### config.mk
export PLATFORM = sky130hd
export DESIGN_NAME = matrix_saddle_point_search_core
export DESIGN_NICKNAME = d
export VERILOG_FILES = /design/src/rtl/msps_pkg.sv /design/src/rtl/msps_ctrl.sv /design/src/rtl/msps_datapath.sv /design/src/rtl/matrix_saddle_point_search_core.sv
export SDC_FILE = /design/constraint.sdc
export NUM_CORES = 2
export LEC_CHECK = 0
export BUFFER_PORTS_ARGS = -buffer_cell sky130_fd_sc_hd__buf_2
export CORE_UTILIZATION = 45
export CTS_CLUSTER_SIZE = 10
export DETAILED_ROUTE_END_ITERATION = 8
export GPL_ROUTABILITY_DRIVEN = 0
export GPL_TIMING_DRIVEN = 0
export HOLD_SLACK_MARGIN = 0.02
export PLACE_DENSITY_LB_ADDON = 0.1
export REMOVE_ABC_BUFFERS = 1
export SYNTH_ARGS = -nofsm -noshare
export SYNTH_HDL_FRONTEND = slang
export SYNTH_HIERARCHICAL = 1
export SYNTH_SLANG_ARGS = --single-unit
### constraint.sdc
create_clock -name clk_i -period 8.5 [get_ports clk_i]
set_input_delay 1.7 -clock clk_i [delete_from_list [all_inputs] [get_ports clk_i]]
set_output_delay 1.7 -clock clk_i [all_outputs]
set_load 0.02 [all_outputs]
### src/rtl/msps_pkg.sv
package msps_pkg;

  localparam int DATA_W    = 32;
  localparam int IDX_W     = 3;
  localparam int CFG_W     = 4;
  localparam int CFG_IDX_W = 2;

  localparam int MAX_ROWS_DEF = 8;
  localparam int MAX_COLS_DEF = 8;

  localparam logic [CFG_IDX_W-1:0] REG_ROW_COUNT = 2'd0;
  localparam logic [CFG_IDX_W-1:0] REG_COL_COUNT = 2'd1;

  typedef enum logic [2:0] {
    ST_LOAD,
    ST_ROW_START,
    ST_ROW_SCAN,
    ST_COL_START,
    ST_COL_SCAN,
    ST_CHECK
  } state_e;

  typedef struct packed {
    logic load;        // store an accepted element
    logic start_row;   // begin row-maximum scan of current row
    logic start_col;   // begin column-minimum scan of current column
    logic clr_col;
    logic next_col;
    logic next_row;
    logic emit;        // load output register, restart loading
    logic emit_found;
  } ctrl_cmd_t;

  typedef struct packed {
    logic last_elem;
    logic scan_done;
    logic is_saddle;
    logic last_col;
    logic last_row;
    logic slot_free;
  } dp_status_t;

endpackage

### src/rtl/msps_ctrl.sv
module msps_ctrl (
  input  logic                clk_i,
  input  logic                rst_ni,
  input  logic                in_valid_i,
  output logic                in_stall_o,
  input  msps_pkg::dp_status_t status_i,
  output msps_pkg::ctrl_cmd_t  cmd_o
);

  msps_pkg::state_e state_q, state_d;

  always_ff @(posedge clk_i or negedge rst_ni) begin
    if (!rst_ni) begin
      state_q <= msps_pkg::ST_LOAD;
    end else begin
      state_q <= state_d;
    end
  end

  always_comb begin
    state_d    = state_q;
    cmd_o      = '0;
    in_stall_o = 1'b1;
    case (state_q)
      msps_pkg::ST_LOAD: begin
        in_stall_o = 1'b0;
        if (in_valid_i) begin
          cmd_o.load = 1'b1;
          if (status_i.last_elem) state_d = msps_pkg::ST_ROW_START;
        end
      end
      msps_pkg::ST_ROW_START: begin
        cmd_o.start_row = 1'b1;
        state_d         = msps_pkg::ST_ROW_SCAN;
      end
      msps_pkg::ST_ROW_SCAN: begin
        if (status_i.scan_done) begin
          cmd_o.clr_col = 1'b1;
          state_d       = msps_pkg::ST_COL_START;
        end
      end
      msps_pkg::ST_COL_START: begin
        cmd_o.start_col = 1'b1;
        state_d         = msps_pkg::ST_COL_SCAN;
      end
      msps_pkg::ST_COL_SCAN: begin
        if (status_i.scan_done) state_d = msps_pkg::ST_CHECK;
      end
      msps_pkg::ST_CHECK: begin
        // a final result waits here until the output register can take it
        if (status_i.is_saddle) begin
          if (status_i.slot_free) begin
            cmd_o.emit       = 1'b1;
            cmd_o.emit_found = 1'b1;
            state_d          = msps_pkg::ST_LOAD;
          end
        end else if (!status_i.last_col) begin
          cmd_o.next_col = 1'b1;
          state_d        = msps_pkg::ST_COL_START;
        end else if (!status_i.last_row) begin
          cmd_o.next_row = 1'b1;
          state_d        = msps_pkg::ST_ROW_START;
        end else if (status_i.slot_free) begin
          cmd_o.emit = 1'b1;
          state_d    = msps_pkg::ST_LOAD;
        end
      end
      default: begin
        state_d = msps_pkg::ST_LOAD;
      end
    endcase
  end

endmodule

### src/rtl/msps_datapath.sv
module msps_datapath #(
  parameter int MAX_ROWS = msps_pkg::MAX_ROWS_DEF,
  parameter int MAX_COLS = msps_pkg::MAX_COLS_DEF
) (
  input  logic                                    clk_i,
  input  logic                                    rst_ni,
  input  logic                                    cfg_we_i,
  input  logic [msps_pkg::CFG_IDX_W-1:0]          cfg_idx_i,
  input  logic [msps_pkg::CFG_W-1:0]              cfg_data_i,
  input  logic signed [msps_pkg::DATA_W-1:0]      element_i,
  input  logic                                    out_stall_i,
  output logic                                    out_valid_o,
  output logic                                    found_o,
  output logic [msps_pkg::IDX_W-1:0]              row_index_o,
  output logic [msps_pkg::IDX_W-1:0]              col_index_o,
  input  msps_pkg::ctrl_cmd_t                     cmd_i,
  output msps_pkg::dp_status_t                    status_o
);

  localparam int DEPTH = MAX_ROWS * MAX_COLS;
  localparam int AW    = (DEPTH > 1) ? $clog2(DEPTH) : 1;
  localparam int CNT_W = $clog2(DEPTH + 1);
  localparam int RW    = $clog2(MAX_ROWS + 1);
  localparam int CW    = $clog2(MAX_COLS + 1);
  localparam int KW    = (RW > CW) ? RW : CW;
  localparam int PW    = RW + CW;
  localparam int TW    = (PW > CNT_W) ? PW : CNT_W;

  logic signed [msps_pkg::DATA_W-1:0] mem [DEPTH];

  logic [RW-1:0]    rows_q, row_wr;
  logic [CW-1:0]    cols_q, col_wr;
  logic [CNT_W-1:0] load_cnt_q;
  logic [TW-1:0]    target, cnt_next;

  logic [AW-1:0] addr_q, step_q, row_base_q;
  logic [KW-1:0] cnt_q, k_q, rd_k_q;
  logic          col_mode_q, issue;
  logic          rd_valid_q, rd_first_q, rd_col_q;
  logic signed [msps_pkg::DATA_W-1:0] rd_data_q, rmax_q, cmin_q, v_q;

  logic [RW-1:0] r_q;
  logic [CW-1:0] c_q;

  logic                         out_valid_q, found_q;
  logic [msps_pkg::IDX_W-1:0]   row_q, col_q;

  // config writes saturate into 1..max
  always_comb begin
    if (cfg_data_i == '0) begin
      row_wr = RW'(1);
      col_wr = CW'(1);
    end else begin
      row_wr = (int'(cfg_data_i) > MAX_ROWS) ? RW'(MAX_ROWS) : RW'(cfg_data_i);
      col_wr = (int'(cfg_data_i) > MAX_COLS) ? CW'(MAX_COLS) : CW'(cfg_data_i);
    end
  end

  always_ff @(posedge clk_i or negedge rst_ni) begin
    if (!rst_ni) begin
      rows_q <= RW'(MAX_ROWS);
      cols_q <= CW'(MAX_COLS);
    end else if (cfg_we_i) begin
      if (cfg_idx_i == msps_pkg::REG_ROW_COUNT) rows_q <= row_wr;
      if (cfg_idx_i == msps_pkg::REG_COL_COUNT) cols_q <= col_wr;
    end
  end

  assign target   = TW'(rows_q) * TW'(cols_q);
  assign cnt_next = TW'(load_cnt_q) + TW'(1);

  always_ff @(posedge clk_i or negedge rst_ni) begin
    if (!rst_ni) begin
      load_cnt_q <= '0;
    end else if (cmd_i.emit) begin
      load_cnt_q <= '0;
    end else if (cmd_i.load && (TW'(load_cnt_q) < TW'(DEPTH))) begin
      load_cnt_q <= CNT_W'(cnt_next);
    end
  end

  // address walker: unit stride along a row, stride cols down a column
  assign issue = (cnt_q != '0);

  always_ff @(posedge clk_i or negedge rst_ni) begin
    if (!rst_ni) begin
      addr_q     <= '0;
      step_q     <= '0;
      cnt_q      <= '0;
      k_q        <= '0;
      col_mode_q <= 1'b0;
      rd_valid_q <= 1'b0;
      rd_first_q <= 1'b0;
      rd_col_q   <= 1'b0;
      rd_k_q     <= '0;
    end else begin
      rd_valid_q <= issue;
      rd_first_q <= (k_q == '0);
      rd_col_q   <= col_mode_q;
      rd_k_q     <= k_q;
      if (cmd_i.start_row) begin
        addr_q     <= row_base_q;
        step_q     <= AW'(1);
        cnt_q      <= KW'(cols_q);
        k_q        <= '0;
        col_mode_q <= 1'b0;
      end else if (cmd_i.start_col) begin
        addr_q     <= AW'(c_q);
        step_q     <= AW'(cols_q);
        cnt_q      <= KW'(rows_q);
        k_q        <= '0;
        col_mode_q <= 1'b1;
      end else if (issue) begin
        addr_q <= addr_q + step_q;
        cnt_q  <= cnt_q - KW'(1);
        k_q    <= k_q + KW'(1);
      end
    end
  end

  always_ff @(posedge clk_i) begin
    if (cmd_i.load && (TW'(load_cnt_q) < TW'(DEPTH))) begin
      mem[load_cnt_q[AW-1:0]] <= element_i;
    end
    if (issue) begin
      rd_data_q <= mem[addr_q];
    end
  end

  always_ff @(posedge clk_i) begin
    if (rd_valid_q) begin
      if (!rd_col_q) begin
        if (rd_first_q || (rd_data_q > rmax_q)) rmax_q <= rd_data_q;
      end else begin
        if (rd_first_q || (rd_data_q < cmin_q)) cmin_q <= rd_data_q;
        if (rd_k_q == KW'(r_q)) v_q <= rd_data_q;
      end
    end
  end

  always_ff @(posedge clk_i or negedge rst_ni) begin
    if (!rst_ni) begin
      r_q        <= '0;
      c_q        <= '0;
      row_base_q <= '0;
    end else begin
      if (cmd_i.emit) begin
        r_q        <= '0;
        row_base_q <= '0;
      end else if (cmd_i.next_row) begin
        r_q        <= r_q + RW'(1);
        row_base_q <= row_base_q + AW'(cols_q);
      end
      if (cmd_i.clr_col) begin
        c_q <= '0;
      end else if (cmd_i.next_col) begin
        c_q <= c_q + CW'(1);
      end
    end
  end

  always_ff @(posedge clk_i or negedge rst_ni) begin
    if (!rst_ni) begin
      out_valid_q <= 1'b0;
    end else if (cmd_i.emit) begin
      out_valid_q <= 1'b1;
    end else if (!out_stall_i) begin
      out_valid_q <= 1'b0;
    end
  end

  always_ff @(posedge clk_i) begin
    if (cmd_i.emit) begin
      found_q <= cmd_i.emit_found;
      row_q   <= cmd_i.emit_found ? msps_pkg::IDX_W'(r_q) : '0;
      col_q   <= cmd_i.emit_found ? msps_pkg::IDX_W'(c_q) : '0;
    end
  end

  assign status_o.last_elem = (cnt_next >= target);
  assign status_o.scan_done = !issue && !rd_valid_q;
  assign status_o.is_saddle = (v_q == rmax_q) && (v_q == cmin_q);
  assign status_o.last_col  = ((c_q + CW'(1)) == cols_q);
  assign status_o.last_row  = ((r_q + RW'(1)) == rows_q);
  assign status_o.slot_free = !out_valid_q || !out_stall_i;

  assign out_valid_o = out_valid_q;
  assign found_o     = found_q;
  assign row_index_o = row_q;
  assign col_index_o = col_q;

endmodule

### src/rtl/matrix_saddle_point_search_core.sv
// Channel   Handshake              Payload
// cfg       cfg_we_i               cfg_idx_i, cfg_data_i
// in        in_valid_i/in_stall_o  element_i
// out       out_valid_o/out_stall_i found_o, row_index_o, col_index_o
//
// Loading takes one element per cycle; the matrix sits in a RAM with a
// write port and a read port. The search walks that RAM one read a cycle:
// for each row a scan for the row maximum, then for each column a scan
// for its minimum and the check, until a saddle point is found or all are done.
// Reset clears control and sets the dimension registers to max rows, max cols.
// in_stall_o is high during the search; a stalled result holds the block
// only when the next result is ready to be written.
module matrix_saddle_point_search_core #(
  parameter int MAX_ROWS = msps_pkg::MAX_ROWS_DEF,
  parameter int MAX_COLS = msps_pkg::MAX_COLS_DEF
) (
  input  logic                               clk_i,
  input  logic                               rst_ni,
  input  logic                               cfg_we_i,
  input  logic [msps_pkg::CFG_IDX_W-1:0]     cfg_idx_i,
  input  logic [msps_pkg::CFG_W-1:0]         cfg_data_i,
  input  logic                               in_valid_i,
  output logic                               in_stall_o,
  input  logic signed [msps_pkg::DATA_W-1:0] element_i,
  output logic                               out_valid_o,
  input  logic                               out_stall_i,
  output logic                               found_o,
  output logic [msps_pkg::IDX_W-1:0]         row_index_o,
  output logic [msps_pkg::IDX_W-1:0]         col_index_o
);

  msps_pkg::ctrl_cmd_t  cmd;
  msps_pkg::dp_status_t status;

  msps_ctrl u_ctrl (
    .clk_i      (clk_i),
    .rst_ni     (rst_ni),
    .in_valid_i (in_valid_i),
    .in_stall_o (in_stall_o),
    .status_i   (status),
    .cmd_o      (cmd)
  );

  msps_datapath #(
    .MAX_ROWS (MAX_ROWS),
    .MAX_COLS (MAX_COLS)
  ) u_datapath (
    .clk_i       (clk_i),
    .rst_ni      (rst_ni),
    .cfg_we_i    (cfg_we_i),
    .cfg_idx_i   (cfg_idx_i),
    .cfg_data_i  (cfg_data_i),
    .element_i   (element_i),
    .out_stall_i (out_stall_i),
    .out_valid_o (out_valid_o),
    .found_o     (found_o),
    .row_index_o (row_index_o),
    .col_index_o (col_index_o),
    .cmd_i       (cmd),
    .status_o    (status)
  );

endmodule

==> reports/metrics.yaml <==
first_iter_violations: 4157
antenna_found_initial: 16
p_comb_share_pct: 27.7
leakagePower_nw: 32.1
die_h_um: 444
fill_cells: 15000
ys.flop_type: "edfxtp_1"
p_int_mw: 23.0
grt-ovfl-total: 0
crit_start: "u_datapath/addr_q[0]$_DFFE_PN0P_"
pin_count: 52
routed_wl_um: 227000
stdcell_area_mm2: 0.101
synth_area_mm2: 0.0881
final-setup-viol-count: 0
rsz0062_at_grt: "false"
hold_violations: 0
grt_max_degree: 65
endpoint: "u_datapath/rd_data_q[29]$_DFFE_PP_"
reg2reg_from: "u_datapath/addr_q[0]$_DFFE_PN0P_"
clock_power_share_pct: 31.0
worstMarginPinSlew_ps: 1300
syn_to_final_growth_pct: 15.1
multi_input_area_mm2: 0.0203
critPathKind: "flop to flop"
violations: "antenna violations"
cts.reportedPaths.clkPinSlew_ps: 60
dpl.cell_count: 6590
critPathCaptureType: "flop"
max_freq_mhz: 190
ff2ff_setup_slack_ps: 3220
tritoncts: "yes"
htreeDepth: 5
period_share_pct: 62.1
crit_required_ps: 9010
switching_share_pct: 29.8
period_minus_slack_ps: 5280
synth.distinct_cells: 63
die_w_um: 444
fin_nets: 4476
cts_buffers: 278
vdd_drop_max_v: 0.000241
ys_async_sr_fraction_pct: 2.63
start_util_pct: 45.3
dieArea_mm2: 0.197
cp-start-kind: "flop"
firstDrtPassIters: 6
r2r_end: "u_datapath/rd_data_q[29]$_DFFE_PP_"
vias_per_cell: 6.07
vias: 42100
slew_viol_final: 0
hpwl_um: 132000
maxCapViolations: 0
p_switching_mw: 9.75
syn_inst: 4069
globalRouteTotalUtil_pct: 23.2
power_frac_seq_pct: 41.2
clk_path_buf_depth: 4
core-area_mm2: 0.195
drc: 0
total_power_mw: 32.7
synth_seq_area_share_pct: 76.1
synth_edf_count: 2183
layout.cells.non_filler: 6937
post-cts-setup-buffers: 0
postPlaceCellArea_mm2: 0.0939
synth_area_per_cell_um2: 21.6
powerDensity_mw_per_mm2: 323
ff_latch_area_mm2: 0.0670
port-buffer-count: 51
wl_per_cell_um: 32.7
status: "finished, violations left"
ys.warnings.count: 6
cts_root_buf: "clkbuf_16"
ctsResizeCount: 0
drive_gt1_share_pct: 26.1
setup_tns_ps: 0
min_path_type: "flop to flop"
num_rows: 162
grt_pass1_vias: 43100
cp_max_fo: 40
ant_nets: 1
cts_hold_buf: 0
worstSkewPairLatency_ps: 930
grt_pass1_wl_um: 321000
skew_ps: 47.4
max_slew_margin_pct: 13.2
synth-seq-cells: 2242
reg2reg_depth: 8
cp.arrival_ps: 5790
clock_sink_count: 2242
synth_stat cells, types with 34 or more instances:
library cell	count	area, µm²
mux2i_1	104	1040
mux4_2	569	12800
clkbuf_1	85	319
xnor2_1	35	307
a21oi_1	42	210
buf_2	56	280
dfrtp_1	57	1430
o22ai_1	53	332
xor2_1	51	447
nand2_1	73	274
ha_1	98	1230
edfxtp_1	2183	65600
nor2_1	144	541
a22oi_1	40	300
nand3_1	36	180
o21ai_0	34	170
inv_1	86	323
layer usage:
layer | vias up | global-route usage, % | wire, µm
met5 | - | 0 | 54
met2 | 1404 | 35.4 | 105000
met3 | 378 | 5.76 | 16900
met1 | 22900 | 33.1 | 98400
li1 | 17400 | - | -
met4 | 8 | 6.83 | 6110
how the worst min path moves through the flow:
| stage | from | end | slack [ps] | depth (start not counted) |
|---|---|---|---|---|
| floorplan | u_datapath/col_mode_q$_DFFE_PN0P_ | u_datapath/rd_col_q$_DFF_PN0_ | 350 | 0 |
| global placement | u_datapath/col_mode_q$_DFFE_PN0P_ | u_datapath/rd_col_q$_DFF_PN0_ | 360 | 0 |
| detailed placement | u_datapath/col_mode_q$_DFFE_PN0P_ | u_datapath/rd_col_q$_DFF_PN0_ | 370 | 0 |
| CTS | u_datapath/col_mode_q$_DFFE_PN0P_ | u_datapath/rd_col_q$_DFF_PN0_ | 390 | 0 |
| global route | u_datapath/col_mode_q$_DFFE_PN0P_ | u_datapath/rd_col_q$_DFF_PN0_ | 410 | 0 |
| finish | u_datapath/col_mode_q$_DFFE_PN0P_ | u_datapath/rd_col_q$_DFF_PN0_ | 400 | 0 |
cells by family after synthesis:
family | count (synthesis) | share of synthesized area, %
AO/OA/AOI/OAI | 294 | 2.21
XOR/XNOR | 86 | 0.855
adder cells (fa/ha/maj) | 104 | 1.53
buffers and inverters | 285 | 1.46
flip-flops | 2242 | 76.1
multiplexers | 677 | 15.8
AND/OR/NAND/NOR | 381 | 2.06
critical path, cell delays in order (launching register included):
cell and delay [ps]:
dfrtp_4 930, buf_16 310, buf_16 330, buf_16 330, buf_16 280, mux4_2 560
mux4_2 550, a22oi_1 900, nand2_1 480
sequential cells by signal, indices dropped and copies added (netlist names), 4 cells and up:
register,flops
u_datapath/c_q,4
u_datapath/rd_data_q,32
u_datapath/step_q,4
u_datapath/cmin_q,32
u_datapath/cols_q,4
u_datapath/rows_q,4
u_datapath/mem,2048
u_datapath/load_cnt_q,7
u_datapath/row_base_q,6
u_datapath/v_q,32
u_datapath/k_q,4
u_datapath/rmax_q,32
u_datapath/addr_q,6
u_datapath/cnt_q,4
u_datapath/r_q,4
u_datapath/rd_k_q,4
area by class of cell:
class | count | share of cell area, %
diodes | 14 | 0.0346
clock buffers | 321 | 7.27
clock inverters | 11 | 0.0630
inverters | 87 | 0.323
multi-input cells | 1542 | 20.0
flip-flops and latches | 2242 | 66.2
well taps | 2542 | 3.14
repair buffers | 178 | 2.99
through the flow:
step,util [%],hold WS [ps],worst slack [ps]
after CTS,52.1,387,3400
after global placement,46.5,364,-25950
after floorplan,-,355,-13750
final,52.1,398,3220
after detailed placement,48.2,374,3330
after global routing,52.1,406,3040
power by group through the flow:
stage	registers, mW	logic (mW)	clock network [mW]
floorplan	14.1	6.22	0
global placement	14.5	7.72	0
detailed placement	13.7	9.12	0
CTS	13.5	9.15	10.4
global route	13.6	9.68	10.8
finish	13.5	9.07	10.1
cell usage in the layout (no fill, tap or decap), types with 8 or more instances in the layout:
| cell | Yosys | layout |
|---|---|---|
| nor3_1 | 19 | 17 |
| clkbuf_16 | 0 | 289 |
| ha_1 | 98 | 98 |
| nor2_1 | 144 | 78 |
| nor2_4 | 0 | 65 |
| buf_16 | 0 | 40 |
| o22ai_1 | 53 | 53 |
| o21ai_0 | 34 | 34 |
| xor2_1 | 51 | 51 |
| nand2_1 | 73 | 73 |
| a21o_1 | 16 | 16 |
| a22oi_1 | 40 | 40 |
| nand4_1 | 14 | 14 |
| a21oi_1 | 42 | 42 |
| xnor2_1 | 35 | 35 |
| nand2b_1 | 15 | 15 |
| nand3_1 | 36 | 36 |
| nor4_1 | 13 | 13 |
| clkbuf_1 | 85 | 30 |
| buf_12 | 0 | 79 |
| and2_1 | 22 | 22 |
| o21ai_1 | 21 | 21 |
| and3_1 | 9 | 9 |
| nor2b_1 | 10 | 8 |
| mux2i_1 | 104 | 104 |
| inv_1 | 86 | 85 |
| dfrtp_1 | 57 | 51 |
| o211ai_1 | 23 | 23 |
| mux4_2 | 569 | 569 |
| a221oi_1 | 26 | 26 |
| buf_2 | 56 | 50 |
| edfxtp_1 | 2183 | 2183 |
| diode_2 | 0 | 14 |
Power figures use the tool's default switching activity.
